**src/hw/rtl/xcfd_pkg.sv**
```systemverilog
// Shared types and constants for the XOR-checked frame deframer.
// No dependencies; imported by every module of the block.
`timescale 1ns / 1ps
`default_nettype none

package xcfd_pkg;

  localparam int unsigned CfgIdxW = 2;
  localparam int unsigned CfgDataW = 32;

  localparam logic [CfgIdxW-1:0] CFG_MAGIC_FIRST  = 2'd0;
  localparam logic [CfgIdxW-1:0] CFG_MAGIC_SECOND = 2'd1;
  localparam logic [CfgIdxW-1:0] CFG_MAX_PAYLOAD  = 2'd2;

  localparam logic [7:0]  MAGIC_FIRST_RST  = 8'hA5;
  localparam logic [7:0]  MAGIC_SECOND_RST = 8'h5A;
  localparam logic [31:0] MAX_PAYLOAD_RST  = 32'd1024;

  localparam logic [1:0] ST_MORE  = 2'd0;
  localparam logic [1:0] ST_GOOD  = 2'd1;
  localparam logic [1:0] ST_ERROR = 2'd2;

  typedef struct packed {
    logic [7:0]  magic_first;
    logic [7:0]  magic_second;
    logic [31:0] max_payload;
  } cfg_t;

  typedef struct packed {
    logic [1:0]  status;
    logic        payload_valid;
    logic [7:0]  payload_byte;
    logic [31:0] payload_index;
    logic [7:0]  frame_kind;
    logic [31:0] frame_length;
  } res_t;

endpackage

`default_nettype wire

```
**src/hw/rtl/xcfd_parser.sv**
```systemverilog
// Frame parser: parse state registers and the per-beat next-state/result logic.
// Depends on xcfd_pkg.
`timescale 1ns / 1ps
`default_nettype none

module xcfd_parser import xcfd_pkg::*; (
  input  wire logic       clk_i,
  input  wire logic       rst_ni,
  input  wire logic       step_i,
  input  wire logic [7:0] rx_byte_i,
  input  wire cfg_t       cfg_i,
  output res_t            res_o
);

  localparam logic [2:0] PH_MAGIC1  = 3'd0;
  localparam logic [2:0] PH_MAGIC2  = 3'd1;
  localparam logic [2:0] PH_KIND    = 3'd2;
  localparam logic [2:0] PH_LENGTH  = 3'd3;
  localparam logic [2:0] PH_PAYLOAD = 3'd4;
  localparam logic [2:0] PH_CHECK   = 3'd5;

  typedef struct packed {
    logic [2:0]  phase;
    logic [1:0]  len_cnt;
    logic [31:0] len;
    logic [31:0] pcount;
    logic [7:0]  kind;
    logic [7:0]  xsum;
  } pstate_t;

  pstate_t st_q, st_d;
  logic [31:0] assembled;
  logic [31:0] pcount_next;
  logic [7:0]  xsum_in;

  assign assembled   = st_q.len | ({24'd0, rx_byte_i} << {st_q.len_cnt, 3'b000});
  assign pcount_next = st_q.pcount + 32'd1;
  assign xsum_in     = st_q.xsum ^ rx_byte_i;

  always_comb begin
    st_d  = st_q;
    res_o = '0;
    res_o.status = ST_MORE;
    unique case (st_q.phase)
      PH_MAGIC1: begin
        if (rx_byte_i == cfg_i.magic_first) begin
          st_d.xsum  = rx_byte_i;
          st_d.phase = PH_MAGIC2;
        end
      end
      PH_MAGIC2: begin
        if (rx_byte_i == cfg_i.magic_second) begin
          st_d.xsum  = xsum_in;
          st_d.phase = PH_KIND;
        end else begin
          st_d = '0;
          if (rx_byte_i == cfg_i.magic_first) begin
            st_d.xsum  = rx_byte_i;
            st_d.phase = PH_MAGIC2;
          end
        end
      end
      PH_KIND: begin
        st_d.kind    = rx_byte_i;
        st_d.xsum    = xsum_in;
        st_d.len_cnt = 2'd0;
        st_d.len     = '0;
        st_d.phase   = PH_LENGTH;
      end
      PH_LENGTH: begin
        st_d.xsum = xsum_in;
        st_d.len  = assembled;
        if (st_q.len_cnt == 2'd3) begin
          st_d.len_cnt = 2'd0;
          if (assembled > cfg_i.max_payload) begin
            st_d = '0;
            res_o.status = ST_ERROR;
          end else if (assembled != 32'd0) begin
            st_d.pcount = '0;
            st_d.phase  = PH_PAYLOAD;
          end else begin
            st_d.phase = PH_CHECK;
          end
        end else begin
          st_d.len_cnt = st_q.len_cnt + 2'd1;
        end
      end
      PH_PAYLOAD: begin
        st_d.xsum           = xsum_in;
        res_o.payload_valid = 1'b1;
        res_o.payload_byte  = rx_byte_i;
        res_o.payload_index = st_q.pcount;
        st_d.pcount         = pcount_next;
        if (pcount_next >= st_q.len) begin
          st_d.phase = PH_CHECK;
        end
      end
      PH_CHECK: begin
        if (rx_byte_i != st_q.xsum) begin
          res_o.status = ST_ERROR;
        end else begin
          res_o.status       = ST_GOOD;
          res_o.frame_kind   = st_q.kind;
          res_o.frame_length = st_q.len;
        end
        st_d = '0;
      end
      default: begin
        st_d = '0;
        res_o.status = ST_ERROR;
      end
    endcase
  end

  always_ff @(posedge clk_i or negedge rst_ni) begin
    if (!rst_ni) begin
      st_q <= '0;
    end else if (step_i) begin
      st_q <= st_d;
    end
  end

  a_phase_legal: assert property (@(posedge clk_i) disable iff (!rst_ni)
    st_q.phase <= PH_CHECK)
    else $error("parse phase left the legal range");

  a_len_cnt_phase: assert property (@(posedge clk_i) disable iff (!rst_ni)
    (st_q.len_cnt != 2'd0) |-> (st_q.phase == PH_LENGTH))
    else $error("length byte count set outside the length phase");

  a_good_restarts: assert property (@(posedge clk_i) disable iff (!rst_ni)
    (step_i && res_o.status == ST_GOOD) |=> (st_q.phase == PH_MAGIC1))
    else $error("parser did not return to hunt after a good frame");

  a_payload_bound: assert property (@(posedge clk_i) disable iff (!rst_ni)
    (st_q.phase == PH_PAYLOAD) |-> (st_q.pcount < st_q.len))
    else $error("payload count reached length inside the payload phase");

endmodule

`default_nettype wire

```
**src/hw/rtl/xcfd_skid.sv**
```systemverilog
// Two-entry result buffer: output register plus skid register.
// Depends on xcfd_pkg for the result type.
`timescale 1ns / 1ps
`default_nettype none

module xcfd_skid import xcfd_pkg::*; (
  input  wire logic clk_i,
  input  wire logic rst_ni,
  input  wire logic push_i,
  input  wire res_t push_data_i,
  output logic      full_o,
  output logic      out_valid_o,
  input  wire logic out_stall_i,
  output res_t      out_data_o
);

  logic out_valid_q;
  logic skid_valid_q;
  res_t out_q;
  res_t skid_q;
  logic out_free;

  assign out_free    = !out_valid_q || !out_stall_i;
  assign full_o      = skid_valid_q;
  assign out_valid_o = out_valid_q;
  assign out_data_o  = out_q;

  always_ff @(posedge clk_i or negedge rst_ni) begin
    if (!rst_ni) begin
      out_valid_q  <= 1'b0;
      skid_valid_q <= 1'b0;
    end else if (out_free) begin
      out_valid_q  <= skid_valid_q || push_i;
      skid_valid_q <= 1'b0;
    end else if (push_i) begin
      skid_valid_q <= 1'b1;
    end
  end

  always_ff @(posedge clk_i) begin
    if (out_free) begin
      out_q <= skid_valid_q ? skid_q : push_data_i;
    end else if (push_i) begin
      skid_q <= push_data_i;
    end
  end

  a_skid_implies_out: assert property (@(posedge clk_i) disable iff (!rst_ni)
    skid_valid_q |-> out_valid_q)
    else $error("skid entry held while output register empty");

  a_no_push_when_full: assert property (@(posedge clk_i) disable iff (!rst_ni)
    skid_valid_q |-> !push_i)
    else $error("beat pushed into a full buffer");

  a_stall_fills_skid: assert property (@(posedge clk_i) disable iff (!rst_ni)
    (push_i && out_valid_q && out_stall_i) |=> skid_valid_q)
    else $error("stalled beat not captured in skid register");

endmodule

`default_nettype wire

```
**src/hw/rtl/xor_checked_frame_deframer.sv**
```systemverilog
// Deframer takes one received byte per beat and emits exactly one result beat per byte,
// at a sustained rate of one byte per cycle while in_stall_o is low; each result is
// registered. The parse state update (compare, length shift-in, running XOR, 32-bit length
// compare) is combinational. A two-entry result buffer holds results while the output
// is stalled; in_stall_o rises only when both entries hold results. Configuration
// registers may be written only while no results are outstanding.
// Top level; depends on xcfd_pkg, xcfd_parser and xcfd_skid.
`timescale 1ns / 1ps
`default_nettype none

module xor_checked_frame_deframer import xcfd_pkg::*; (
  input  wire logic                clk_i,
  input  wire logic                rst_ni,
  input  wire logic                cfg_we_i,
  input  wire logic [CfgIdxW-1:0]  cfg_idx_i,
  input  wire logic [CfgDataW-1:0] cfg_wdata_i,
  input  wire logic                in_valid_i,
  output logic                     in_stall_o,
  input  wire logic [7:0]          rx_byte_i,
  output logic                     out_valid_o,
  input  wire logic                out_stall_i,
  output logic [1:0]               status_o,
  output logic                     payload_valid_o,
  output logic [7:0]               payload_byte_o,
  output logic [31:0]              payload_index_o,
  output logic [7:0]               frame_kind_o,
  output logic [31:0]              frame_length_o
);

  cfg_t cfg_q;
  res_t res;
  res_t out_res;
  logic accept;
  logic full;

  assign in_stall_o = full;
  assign accept     = in_valid_i && !full;

  always_ff @(posedge clk_i or negedge rst_ni) begin
    if (!rst_ni) begin
      cfg_q.magic_first  <= MAGIC_FIRST_RST;
      cfg_q.magic_second <= MAGIC_SECOND_RST;
      cfg_q.max_payload  <= MAX_PAYLOAD_RST;
    end else if (cfg_we_i) begin
      unique case (cfg_idx_i)
        CFG_MAGIC_FIRST:  cfg_q.magic_first  <= cfg_wdata_i[7:0];
        CFG_MAGIC_SECOND: cfg_q.magic_second <= cfg_wdata_i[7:0];
        CFG_MAX_PAYLOAD:  cfg_q.max_payload  <= cfg_wdata_i[31:0];
        default: ;
      endcase
    end
  end

  xcfd_parser u_parser (
    .clk_i     (clk_i),
    .rst_ni    (rst_ni),
    .step_i    (accept),
    .rx_byte_i (rx_byte_i),
    .cfg_i     (cfg_q),
    .res_o     (res)
  );

  xcfd_skid u_skid (
    .clk_i       (clk_i),
    .rst_ni      (rst_ni),
    .push_i      (accept),
    .push_data_i (res),
    .full_o      (full),
    .out_valid_o (out_valid_o),
    .out_stall_i (out_stall_i),
    .out_data_o  (out_res)
  );

  assign status_o        = out_res.status;
  assign payload_valid_o = out_res.payload_valid;
  assign payload_byte_o  = out_res.payload_byte;
  assign payload_index_o = out_res.payload_index;
  assign frame_kind_o    = out_res.frame_kind;
  assign frame_length_o  = out_res.frame_length;

endmodule

`default_nettype wire

```
**config.mk**
```make
export PLATFORM = sky130hd
export DESIGN_NAME = xor_checked_frame_deframer
export DESIGN_NICKNAME = d
export VERILOG_FILES = /design/src/hw/rtl/xcfd_pkg.sv /design/src/hw/rtl/xcfd_parser.sv /design/src/hw/rtl/xcfd_skid.sv /design/src/hw/rtl/xor_checked_frame_deframer.sv
export SDC_FILE = /design/constraint.sdc
export NUM_CORES = 1
export LEC_CHECK = 0
export BUFFER_PORTS_ARGS = -buffer_cell sky130_fd_sc_hd__buf_2
export CAP_MARGIN = 20
export CELL_PAD_IN_SITES_DETAIL_PLACEMENT = 1
export CELL_PAD_IN_SITES_GLOBAL_PLACEMENT = 2
export CORE_MARGIN = 2
export CORE_UTILIZATION = 37
export CTS_CLUSTER_SIZE = 12
export DETAILED_ROUTE_END_ITERATION = 12
export GPL_ROUTABILITY_DRIVEN = 1
export GPL_TIMING_DRIVEN = 0
export PLACE_DENSITY_LB_ADDON = 0.1
export SETUP_SLACK_MARGIN = 0.02
export SYNTH_ARGS = -nofsm -noshare
export SYNTH_HDL_FRONTEND = slang
export SYNTH_SLANG_ARGS = --single-unit
export TNS_END_PERCENT = 30
```
**constraint.sdc**
```tcl
create_clock -name clk_i -period 6.3 [get_ports clk_i]
set_input_delay 0.315 -clock clk_i [delete_from_list [all_inputs] [get_ports clk_i]]
set_output_delay 0.315 -clock clk_i [all_outputs]
set_load 0.1 [all_outputs]
```
==> results.toml, run 1 <==
[outcome]
outcome = "complete, no violations"

[pwr]
p_per_area_nw_per_um2 = 344
power_leakage_nw = 7.60
ir_worst_vdd_mv = 0.156

[critical_path]
cp_data_arrival_time_ns = 5.72
r2r_start = "u_parser.st_q[16]"
cp_data_required_time_ns = 6.73
r2r_slack_ns = 1.01
startpoint_type = "register"
critical_path.max_fanout = 9
reg2reg_depth = 14
crit_type = "register to register"
crit_start = "u_parser.st_q[16]"
end_kind = "register"

[clock_network]
clkSlewWorstSetupHoldPaths_ns = 0.06
post_cts_buffers = 0
clk_latency_ns = 0.56
clock_sink_count = 301
cts_max_path_buffers = 3
htreeDepth = 2
cts_resized = 0
cts_made_buffers = 36
cts_tree = "done"
root_buffer = "clkbuf_16"

[floorplanning]
die_x_um = 206
fp-row-count = 74
coreArea_um2 = 40600
die_h_um = 206
dieArea_um2 = 42500
boundaryPins = 132
start_util_pct = 37.3

[sta]
period_needed_ns = 5.29
rsz0062_at_grt = "no"
tns_ns = 0
finalWorstSetupSlack_ns = 1.01
timing.fmax_ghz = 0.189
fin_skew_ns = 0.0211
finalHoldViolations = 0
worst_slew_pin_slew_ns = 1.02
setup_viol = 0
slew-limit-headroom_pct = 31.7
finalCritPeriodShare_pct = 84.0
slew_violations = 0

[placement]
portBuffers = 123
dp_slack_ns = 0.996
place_congestion = 0.836
hpwl_um = 33100

[global_route]
grt_max_degree = 84
antenna_found_initial = 0
grt_pass1_wl_um = 67700
grt_pass1_vias = 11000
grt_usage_pct = 21.4
grt_overflow = 0

[drt]
drtAntennaViolNets = 0
vias = 10700
detail_route.vias_per_cell = 5.15
first_pass_iters = 6
wl_per_cell_um = 21.4
drt-total-wl_um = 44400
drt-initial-drc-count = 697
drc = 0

[yosys]
synth-edff-count = 166
syn_avg_cell_area_um2 = 11.4
synth-async-reset-ratio_pct = 44.9
synth_ff_type = "edfxtp_1"
syn_inst = 1322
synthTopCellsByArea = "edfxtp_1 (33%), dfrtp_1 (21%), mux2_2 (8.3%), ha_1 (5.5%), nand2_1 (3.6%)"
mappedNetlistArea_um2 = 15100
synthTopCellsByCount = "edfxtp_1 (166), nand2_1 (144), dfrtp_1 (126), mux2_2 (111), inv_1 (97)"
yosysWarnings = 0
synth_top_area_share_pct = 33.0
yosysSeqAreaShare_pct = 55.4
synth_cell_types = 69
synth_top_area_cell = "edfxtp_1"
synthesis.nets = 1435
ys_ff_latch = 301
synth_most_common_cell = "edfxtp_1"

[cells_and_area]
drive_above_1_share_pct = 21.4
fin_nets = 1628
nFillCells = 4385
area_growth_pct = 18.4
n_antenna_cell = 0

[worst_hold_path]
min_path_cells = 2
min_path_type = "input pin to register"
worst_hold_startpoint = "cfg_wdata_i[3]"

[job]
drv_cap = 0
cells by family (layout without fill, tap and decap cells):
logic type      Yosys count  count (layout)  share of synthesized area (%)
compound gates          200             200                           8.65
xor+xnor                 53              53                           3.12
fa+ha+maj                66              66                           5.47
buf+inv                 167             386                           4.47
flops                   301             301                           55.4
mux                     130             130                           9.53
simple gates            405             405                           13.3
what timing repair did:
action	in CTS	in global routing
setup endpoints to repair	0	0
endpoints found under the hold margin	72	0
hold buffers	25	0
critical path, cell delays in order (launching register included):
cell and delay, ns:
dfrtp_1 0.49, ha_1 0.26, nand2_1 0.13, nor4_1 0.55
nand3_1 0.50, nor4_1 0.63, xor2_1 0.23, ha_1 0.25
nand2_1 0.07, o21ai_0 0.09, a2111oi_0 0.85, nand2b_1 0.11
o31ai_1 0.61, nor2b_1 0.11, a211o_1 0.29
metrics by stage:
stage	total power, mW	instances	utilization, %	hold WS (ns)	cell area, µm²
2_1_floorplan	3.67	1322	-	0.0194	15100
3_3_place_gp	4.17	1977	40.4	0.489	16400
3_5_place_dp	4.21	1983	40.8	0.321	16500
4_1_cts	6.22	2072	44.1	0.0138	17900
5_1_grt	6.46	2073	44.1	0.0297	17900
6_report	6.15	2073	44.1	0.0374	17900
where the power goes:
part / switching (mW) / internal [mW] / total, mW
registers: 0.125 / 2.31 / 2.44
logic: 1.25 / 0.495 / 1.75
clock network: 0.850 / 1.11 / 1.96
final timing paths:
path	endpoint
setup / recovery	u_parser.st_q[83]
hold / removal	cfg_q[3]
setup reg to reg	u_parser.st_q[83]
hold reg to reg	cfg_q[8]
max in group asynchronous	u_parser.st_q[11]
min in group asynchronous	cfg_q[32]
area by class of cell:
class                   count  area [µm²]  area share [%]
flip-flops and latches    301        8370            46.8
multi-input cells         854        6070            34.0
repair buffers            155        1000            5.62
clock buffers              48         987            5.52
well taps                 532         666            3.72
inverters                  98         368            2.06
plain buffers              69         308            1.72
clock inverters            16         106           0.595
metal layers:
metal  GRT usage (%)  share of wire, %  wire (µm)
met5               0                 0          0
met4            4.90               1.9        856
met3            3.22               4.0       1770
met2            33.4                44      19700
met1            31.4                50      22100
flip-flops by register name, indices dropped and copies added, names as in the netlist:
signal,cells
u_skid.full_o,1
cfg_q,48
u_parser.st_q,85
u_skid.skid_q,83
u_skid.out_data_o,83
u_skid.out_valid_o,1
placed cells by master, fill, tap and decap left out, types with 6 or more instances in the layout:
cell type	synthesis	final
edfxtp_1	166	166
nand3_1	55	55
a32o_1	6	6
mux2_2	111	111
clkbuf_16	0	37
buf_1	6	6
nor4_1	12	12
nand4_1	22	22
dfstp_2	9	9
a31oi_1	7	7
nor2_1	63	62
clkbuf_1	49	58
a211oi_1	9	9
o21a_1	12	12
xnor2_1	46	46
inv_1	97	97
mux2i_1	19	19
a21oi_1	64	64
o21ai_0	28	28
dlygate4sd3_1	0	25
and3_1	22	22
o21ai_1	7	7
xor2_1	6	6
buf_2	10	134
o31ai_1	28	28
a21o_1	9	9
nand2_1	144	143
and2_1	43	43
nor3_1	11	11
clkinv_2	0	10
nor2b_1	6	6
ha_1	66	66
dfrtp_1	126	126
No activity file was read; power rests on OpenSTA's default activity.
==> run 2, diff against run 1 <==
--- a/config.mk
+++ b/config.mk
@@ -10,7 +10,7 @@
 export CELL_PAD_IN_SITES_DETAIL_PLACEMENT = 1
 export CELL_PAD_IN_SITES_GLOBAL_PLACEMENT = 2
 export CORE_MARGIN = 2
-export CORE_UTILIZATION = 37
+export CORE_UTILIZATION = 40
 export CTS_CLUSTER_SIZE = 12
 export DETAILED_ROUTE_END_ITERATION = 12
 export GPL_ROUTABILITY_DRIVEN = 1
==> constraint.sdc (replaced) <==
create_clock -name clk_i -period 5.3 [get_ports clk_i]
set_input_delay 0.265 -clock clk_i [delete_from_list [all_inputs] [get_ports clk_i]]
set_output_delay 0.265 -clock clk_i [all_outputs]
set_load 0.1 [all_outputs]
==> run 2 against run 1 <==
Sequential power rose by 19%. Cell area is 0.38% higher. Via count up 2.0%. Worst setup slack worse by 0.53 ns. Critical path depth unchanged. Clock power grew 23%. Routed wire length up 0.46%. Clock-buffer cell count up 4. Sequential cell count unchanged. Hold slack worse by 0.021 ns.
==> results.toml, run 2 (same netlist as run 1, synthesis figures left out) <==
[drt]
routed.top_layer = "met4"
first_pass_iters = 5
drt-initial-drc-count = 541
vias = 10900
drt-total-wl_um = 44600
wl_met1_um = 21600
drc = 0
detail_route.vias_per_cell = 5.29
met2_length_um = 20600
wl_per_cell_um = 21.7
wl_met3_um = 1590
drtAntennaViolNets = 0

[placement]
place_area_um2 = 16500
hpwl_um = 33100
dp_cells = 1962
dp_slack_ns = 0.0960
portBuffers = 123
place_congestion = 0.879

[floorplanning]
coreArea_um2 = 37400
boundaryPins = 132
die_x_um = 198
start_util_pct = 40.4
dieArea_um2 = 39300
fp-row-count = 71
die_h_um = 198

[clock_network]
root_buffer = "clkbuf_16"
clk_latency_ns = 0.55
cts_tree = "done"
clkSlewWorstSetupHoldPaths_ns = 0.06
clock_sink_count = 301
cts_max_path_buffers = 3
post_cts_buffers = 0
cts_made_buffers = 36
htreeDepth = 2

[global_route]
grt_pass1_vias = 11200
grt_max_degree = 79
grt_overflow = 0
antenna_found_initial = 0
grt_usage_pct = 23.3
grt_pass1_wl_um = 68400

[cells_and_area]
drive_above_1_share_pct = 21.3
largest_reg_flops = 85
area_growth_pct = 18.8
fin_nets = 1633
final_common_cell = "edfxtp_1"
final_area_um2 = 18000
n_antenna_cell = 0
utilization_pct = 48.0
final_cells = 2058
regMostFlops = "u_parser.st_q"
layout_common_cells = "edfxtp_1 (166), nand2_1 (143), buf_2 (134)"

[pwr]
switchingPower_mw = 2.64
ir_worst_vdd_mv = 0.201
power_leakage_nw = 7.62
power_frac_seq_pct = 39.3
p_per_area_nw_per_um2 = 412
combPwrFrac_pct = 28.1
pwr-share-clk_pct = 32.6
sw_frac_of_total_pct = 35.6
p_total_mw = 7.39
internal_power_mw = 4.76

[sta]
tns_ns = 0
finalCritPeriodShare_pct = 90.9
slew_violations = 0
finalHoldViolations = 0
fin_skew_ns = 0.0202
setup_viol = 0
finalWorstSetupSlack_ns = 0.483
timing.fmax_ghz = 0.208
slew-limit-headroom_pct = 34.1
worst_slew_pin_slew_ns = 0.989
whs_ns = 0.0168
period_needed_ns = 4.82
rsz0062_at_grt = "no"

[critical_path]
crit_type = "register to register"
end_kind = "register"
critical_path.max_fanout = 9
cp_data_arrival_time_ns = 5.23
startpoint_type = "register"
cp_data_required_time_ns = 5.72

[job]
drv_cap = 0

[worst_hold_path]
min_path_type = "input pin to register"

[outcome]
outcome = "complete, no violations"
-- run 2: what timing repair did --
item	in CTS	in global routing
endpoints found under the setup margin	0	3
hold buffers	30	0
resized for setup	0	3
hold endpoints to repair	88	0
-- run 2: layout make-up --
| cell class | instances | area, µm² |
|---|---|---|
| timing repair buffer | 160 | 1050 |
| fill | 4031 | 19400 |
| buffer | 69 | 308 |
| sequential | 301 | 8370 |
| clock inverter | 13 | 123 |
| inverter | 98 | 368 |
| multi-input combinational | 854 | 6090 |
| clock buffer | 52 | 1000 |
| tap | 511 | 639 |
-- run 2: path summary, 6_finish.rpt --
path	to	startpoint	slack [ns]	cells past startpoint
worst min-delay path	cfg_q[2]	cfg_wdata_i[2]	0.02	2
worst max register to register	u_parser.st_q[83]	u_parser.st_q[16]	0.48	14
min in group asynchronous	cfg_q[32]	rst_ni	0.27	2
worst max-delay path	u_parser.st_q[83]	u_parser.st_q[16]	0.48	14
max in group asynchronous	u_parser.st_q[26]	rst_ni	4.19	3
worst min register to register	cfg_q[8]	cfg_q[8]	0.51	1
-- run 2: power groups by stage --
| stage | Combinational (mW) | Clock [mW] | Sequential [mW] |
|---|---|---|---|
| global route | 2.25 | 2.53 | 2.94 |
| global placement | 1.99 | 0 | 2.94 |
| floorplan | 1.02 | 0 | 3.34 |
| detailed placement | 2.05 | 0 | 2.95 |
| finish | 2.08 | 2.41 | 2.90 |
| CTS | 2.08 | 2.47 | 2.90 |
-- run 2: per-layer routing --
layer,up-vias,global-route usage [%]
met5,-,0
met4,0,5.63
met3,50,2.64
met2,217,37.6
met1,5489,33.5
li1,5137,-
-- run 2: critical path: stages (launching register included) --
cell,delay (ns)
dfrtp_1,0.50
ha_1,0.26
nand2_1,0.12
nor4_1,0.59
nand3_2,0.38
nor4_2,0.45
xor2_1,0.19
ha_1,0.24
nand2_1,0.07
o21ai_0,0.09
a2111oi_1,0.62
nand2b_1,0.11
o31ai_1,0.66
nor2b_1,0.11
a211o_1,0.29
